$ cat src/rtl/lfba_pkg.sv
// Shared types, command and status codes, and helpers for the block allocator.
package lfba_pkg;

	localparam int unsigned UNIQ_W = 32;
	localparam int unsigned WORD_W = 64;

	localparam logic [1:0] CMD_ALLOC   = 2'd0;
	localparam logic [1:0] CMD_MARK    = 2'd1;
	localparam logic [1:0] CMD_RELEASE = 2'd2;
	localparam logic [1:0] CMD_CHECK   = 2'd3;

	localparam logic [1:0] ST_OK      = 2'd0;
	localparam logic [1:0] ST_NOSPACE = 2'd1;
	localparam logic [1:0] ST_WRONG   = 2'd2;

	// Status of the unique counter as seen by the command sequencer.
	typedef struct packed {
		logic              busy;
		logic [UNIQ_W-1:0] next_value;
		logic              persist_next;
	} uniq_status_t;

	// Position of the lowest set bit; an all-zero word gives 63.
	function automatic logic [5:0] lowest_set(input logic [WORD_W-1:0] v);
		logic [5:0] n;
		n = 6'd63;
		for (int i = WORD_W - 1; i >= 0; i--) begin
			if (v[i]) begin
				n = 6'(i);
			end
		end
		return n;
	endfunction

endpackage

$ cat src/rtl/lfba_uniq_counter.sv
// Unique counter with a running residue modulo the persist interval.
module lfba_uniq_counter #(
	parameter int unsigned PERSIST_INTERVAL = 1024
) (
	input  logic                         clk,
	input  logic                         arst_n,
	input  logic                         load,
	input  logic [lfba_pkg::UNIQ_W-1:0]  load_value,
	input  logic                         step,
	output lfba_pkg::uniq_status_t       status
);

	localparam int unsigned RB = $clog2(PERSIST_INTERVAL) + 1;
	localparam logic [RB-1:0] INTERVAL = RB'(PERSIST_INTERVAL);
	localparam int unsigned UW = lfba_pkg::UNIQ_W;
	// The reciprocal of the interval is rounded up and scaled by 2^QSH, so the quotient of
	// any counter value comes out exact. It is split in two halves for two narrow products.
	localparam int unsigned QSH = UW + RB - 1;
	localparam logic [63:0] RECIP =
		((64'd1 << QSH) + 64'(PERSIST_INTERVAL) - 64'd1) / 64'(PERSIST_INTERVAL);
	localparam logic [16:0] RECIP_LO = RECIP[16:0];
	localparam logic [15:0] RECIP_HI = RECIP[32:17];

	logic [UW-1:0]    count_q;
	logic [RB-1:0]    residue_q;
	logic [1:0]       phase_q;
	logic [UW+16:0]   prod_lo_q;
	logic [UW+15:0]   prod_hi_q;
	logic [UW-1:0]    quot_q;
	logic [UW+32:0]   prod_sum;
	logic [UW+RB-1:0] quot_scaled;
	logic [RB-1:0]    residue_inc;
	logic [RB-1:0]    residue_next;

	// The residue follows the counter; a wrap to zero is a multiple as well.
	assign residue_inc = residue_q + RB'(1);
	always_comb begin
		priority if (count_q == '1) begin
			residue_next = '0;
		end else if (residue_inc == INTERVAL) begin
			residue_next = '0;
		end else begin
			residue_next = residue_inc;
		end
	end

	// After a load the start value is reduced in three steps: the two partial products
	// with the reciprocal, the quotient, and the value less the quotient times the interval.
	assign prod_sum    = {prod_hi_q, 17'd0} + (UW+33)'(prod_lo_q);
	assign quot_scaled = (UW+RB)'(quot_q) * (UW+RB)'(INTERVAL);

	always_ff @(posedge clk or negedge arst_n) begin
		if (!arst_n) begin
			count_q   <= '0;
			residue_q <= '0;
			phase_q   <= '0;
			prod_lo_q <= '0;
			prod_hi_q <= '0;
			quot_q    <= '0;
		end else if (load) begin
			count_q <= load_value;
			phase_q <= 2'd3;
		end else if (phase_q != 2'd0) begin
			prod_lo_q <= (UW+17)'(count_q) * (UW+17)'(RECIP_LO);
			prod_hi_q <= (UW+16)'(count_q) * (UW+16)'(RECIP_HI);
			quot_q    <= UW'(prod_sum >> QSH);
			residue_q <= RB'((UW+RB)'(count_q) - quot_scaled);
			phase_q   <= phase_q - 2'd1;
		end else if (step) begin
			count_q   <= count_q + UW'(1);
			residue_q <= residue_next;
		end
	end

	assign status.busy         = (phase_q != 2'd0);
	assign status.next_value   = count_q + UW'(1);
	assign status.persist_next = (residue_next == '0);

endmodule
$ cat config.mk
export PLATFORM = sky130hd
export DESIGN_NAME = lfba_uniq_counter
export DESIGN_NICKNAME = d
export VERILOG_FILES = /design/src/rtl/lfba_pkg.sv /design/src/rtl/lfba_uniq_counter.sv
export SDC_FILE = /design/constraint.sdc
export NUM_CORES = 1
export LEC_CHECK = 0
export ABC_AREA = 1
export BUFFER_PORTS_ARGS = -buffer_cell sky130_fd_sc_hd__buf_2
export CORE_ASPECT_RATIO = 1.75
export CORE_MARGIN = 2
export CORE_UTILIZATION = 55
export DETAILED_ROUTE_END_ITERATION = 7
export GPL_ROUTABILITY_DRIVEN = 0
export PLACE_DENSITY = 0.92
export SLEW_MARGIN = 20
export SYNTH_ARGS = -nofsm -noshare
export SYNTH_HDL_FRONTEND = slang
export SYNTH_SLANG_ARGS = --single-unit
$ cat constraint.sdc
create_clock -name clk -period 2.7 [get_ports clk]
set_clock_uncertainty 0.2 [all_clocks]
set_input_delay 0.27 -clock clk [delete_from_list [all_inputs] [get_ports clk]]
set_output_delay 0.27 -clock clk [all_outputs]
set_load 0.05 [all_outputs]
=== After elaboration in Yosys (flattened, before gate mapping) ===
Index checks and enable logic that the tools add are counted.

* Word-level logic and storage cells: 30
* Flip-flop bits (word level): 57

* Add/subtract/negate cells: 4
* Eq/ne operators: 3
* Muxes and demuxes: 9
* Reductions and logical operators: 8
* Bitwise gates (word level): 1

{| class="wikitable"
|+ Operators by type and width
! kind !! count
|-
| $mux W32 || 3
|-
| $mux W11 || 4
|-
| $add A32 B1 Y32 const B || 1
|-
| $eq A32 B32 Y1 const B || 1
|-
| $add A11 B1 Y11 const B || 1
|-
| $eq A11 B11 Y1 const B || 1
|-
| $logic_not A11 Y1 || 1
|-
| $sub A11 B11 Y11 || 1
|-
| $reduce_bool A2 Y1 || 4
|-
| $reduce_and A2 Y1 || 3
|-
| $mux W2 || 2
|-
| $ne A2 B2 Y1 const B || 1
|-
| $sub A2 B1 Y2 const B || 1
|-
| $not A1 Y1 || 1
|}

=== Longest topological paths before layout ===
* Depth in word-level cells: 6
* Depth in mapped cells: 13
* Gate-level depth less buffers: 13

=== Worst setup path before layout ===
OpenSTA, ideal clock, no wires.

* Kind: reg2out
* From: register residue_q[0]
* To: output port status[0] (netlist bit)
* Stages on the path, launching flop included: 12
* Path slack: 0.123 ns
* Arrival time: 2.107 ns
* Cells stage by stage: dfrtp_1 -> ha_1 -> nand3_1 -> nor2_1 -> nand2_1 -> nand2_1 -> nand2_1 -> nor2_1 -> nand3_1 -> nand2_1 -> nand3_1 -> nor2_1

{| class="wikitable"
|+ RTL lines
! element !! RTL line !! source
|-
| from (decl) || lfba_uniq_counter.sv:25 || <nowiki>logic [RB-1:0] residue_q;</nowiki>
|-
| from (signal assigned) || lfba_uniq_counter.sv:67 || <nowiki>residue_q <= RB'((UW+RB)'(count_q) - quot_scaled);</nowiki>
|-
| from (signal assigned) || lfba_uniq_counter.sv:71 || <nowiki>residue_q <= residue_next;</nowiki>
|-
| to (decl) || lfba_uniq_counter.sv:10 || <nowiki>output lfba_pkg::uniq_status_t status</nowiki>
|}

==> summary.txt <==
Drt
  • DRC viols: 0
  • Number of vias per cell: 5.57
  • Vias: ~3700
  • Initial detailed-routing violation count: 311
  • DRT Wirelength: 10.5 mm
  • First-pass DRT Iterations: 5
  • Avg WL per Cell: 15.7 microns
  • DRT antenna net count: 0

Power
  • PwrDens: between 600 and 700 nW/um^2
  • Post-layout power: 2.90 mW
  • Worst vdd ir: 0.567 mV
  • Leak Pwr: 2.04 nW

Die
  • Core Area: 5880 sq um
  • Initial Util: 0.571
  • DIE AREA: 6760 sq um
  • Die X: 63.0 microns
  • Top Ports: 70
  • FP Rows: 37
  • Die outline height: 107 microns

Logic synthesis
  • Post-synth cell types: 36
  • Warnings, synthesis: 0
  • Syn_nets: 528
  • Flops & latches, synth: 47
  • Register area share after synthesis: 0.351
  • Cells after Synth: around 490
  • Syn Area/Cell: approximately 7 sq um
  • Post-Syn Area: 3350 sq um

Timing
  • Worst slew pin tran: 0.508 ns
  • Final Max Slew Viols: 0
  • Final WS setup: 0.0289 ns
  • Max frequency: 374 MHz
  • Fin. Hold Viols: 0
  • Min Tclk post-route: 2.67 ns
  • Fin crit share: 0.989
  • Relative slew slack: 0.661
  • RSZ-0062 raised after global routing: true
  • Final setup violation count: 0

Global route
  • Initial antenna violation count: 0
  • Global-route wire length before repair: ~17 mm
  • Pin count of the biggest net entering global routing: 33
  • Grt ovf: 0
  • GR Util All Layers: 0.324
  • Number of global-route vias before repair: 3712

Hold path
  • Worst Hold Class: in2reg
  • Worst Hold Path Cells: 3

Cells and area
  • Fill count: around 440
  • Non-Filler Instances: between 600 and 700
  • Commonest non-fill, non-tap cell in the layout: nand2_1
  • Syn-to-layout area delta: 26.4%
  • Core Util, Final: 0.721
  • Share of cells above drive strength 1: 0.222
  • Antenna Cells: 0
  • Leading cell types in the layout, fill and taps excluded: 168 x nand2_1, 64 x buf_2, 62 x inv_1
  • Fin area: 4240 sq um
  • Fin nets: 628

Setup path
  • Critical path capture point type: output port
  • CP Class: reg2out
  • Crit Path Max Fanout: 4
  • FF-to-FF path depth: 8
  • CP Data Arrival Time: about 2.2 ns
  • WP data required: 2.23 ns
  • Setup crit start kind: register

Job
  • Maximum capacitance violations: 0

Clock tree
  • CTS sink count: 47
  • Clk_lat worst skew: 0.32 ns
  • Clock-pin slew on the worst setup and hold paths: 0.08 ns
  • CTS H-Tree Depth: 2
  • CTS tree: done
  • Clock Tree Buf Depth: 2
  • Cts bufs inserted: 5
  • CTS root buf: clkbuf_8

Place
  • Placed Cells: approximately 630
  • Dpl cell area: 3800 sq um
  • Hpwl dp: 7.37 mm
  • Input/output buffers: a little under 70
  • Post-place setup slack: 0.204 ns

Run status
  • Status: finished clean
-- layer usage --
layer / global-route usage / wire length, microns
met5: 0 / 0
met4: 0.235 / 774
met3: 0.0544 / 538
met2: 0.601 / 5740
met1: 0.315 / 3420
-- final cells by class --
| cell class | instances | area, sq um | area share |
|---|---|---|---|
| clock buffer | 5 | 68.8 | 0.0162 |
| clock inverter | 3 | 15.0 | 0.00354 |
| inverter | 66 | 248 | 0.0584 |
| multi-input combinational | 363 | 1930 | 0.455 |
| sequential | 47 | 1180 | 0.279 |
| tap | 78 | 97.6 | 0.0230 |
| timing repair buffer | 106 | 699 | 0.165 |
-- cells in the mapped netlist (all sizes together) --
library cell,count,area [sq um]
xnor2,3,33.8
buf,3,21.3
o21ai,21,109
nor4,1,6.26
xor2,25,226
clkinv,2,7.51
a22oi,1,7.51
nand3,31,183
a21oi,13,65.1
nand2,172,661
ha,3,37.5
o21a,1,7.51
nor2,50,228
o21bai,1,7.51
nor3,7,56.3
inv,64,240
a31oi,1,6.26
dfrtp,47,1180
o22ai,4,25.0
clkbuf,10,37.5
nand4,7,43.8
o211ai,19,143
o221ai,3,26.3
-- critical path, stage by stage, from the launching register on --
cell and delay, ns:
dfrtp_1 0.42, ha_2 0.24, nand3_4 0.11, nor2_4 0.17, nand2_2 0.10, nor2_4 0.11
nand3_2 0.11, xnor2_1 0.28, buf_2 0.33
-- worst paths after layout --
check	startpoint	to	slack, ns
max	count_q[0]	status[21]	0.03
min	load_value[14]	count_q[14]	0.004
max reg2reg	phase_q[0]	count_q[20]	0.57
min reg2reg	prod_hi_q[25]	prod_hi_q[25]	0.30
max in group asynchronous	arst_n	count_q[3]	1.28
min in group asynchronous	arst_n	count_q[21]	0.27
-- where the power goes --
| group | internal (mW) | switching, mW | total (mW) | leakage [nW] |
|---|---|---|---|---|
| registers | 0.870 | 0.181 | 1.05 | 0.566 |
| clock network | 0.178 | 0.252 | 0.429 | 0.0477 |
| logic | 0.434 | 0.990 | 1.42 | 1.43 |
-- per-stage QoR --
stage	TNS, ns	hold WS [ns]
2_1_floorplan	0	-0.226
4_1_cts	0	0.00305
6_report	0	0.00378
5_1_grt	-0.176	0.00762
3_3_place_gp	0	0.0541
3_5_place_dp	0	0.0596
-- flip-flops by register name (all words and copies together), names as in the netlist --
name	cells
count_q	32
residue_q	11
phase_q	2
prod_hi_q	1
quot_q	1
-- cells by family (layout without fill, tap and decap cells) --
group,count (synthesis),in the layout,synth area share
AND/OR/NAND/NOR,268,268,0.351
buffers and inverters,79,180,0.0914
AO/OA/AOI/OAI,64,64,0.118
flip-flops,47,47,0.351
XOR/XNOR,28,28,0.0776
adder cells (fa/ha/maj),3,3,0.0112
-- what timing repair did --
item,in CTS,in global routing
endpoints found under the setup margin,2,10
setup buffers,2,3
pin swaps,0,1
endpoints found under the hold margin,44,0
hold buffers,24,0
resized for setup,4,22
Power figures use the tool's default switching activity.
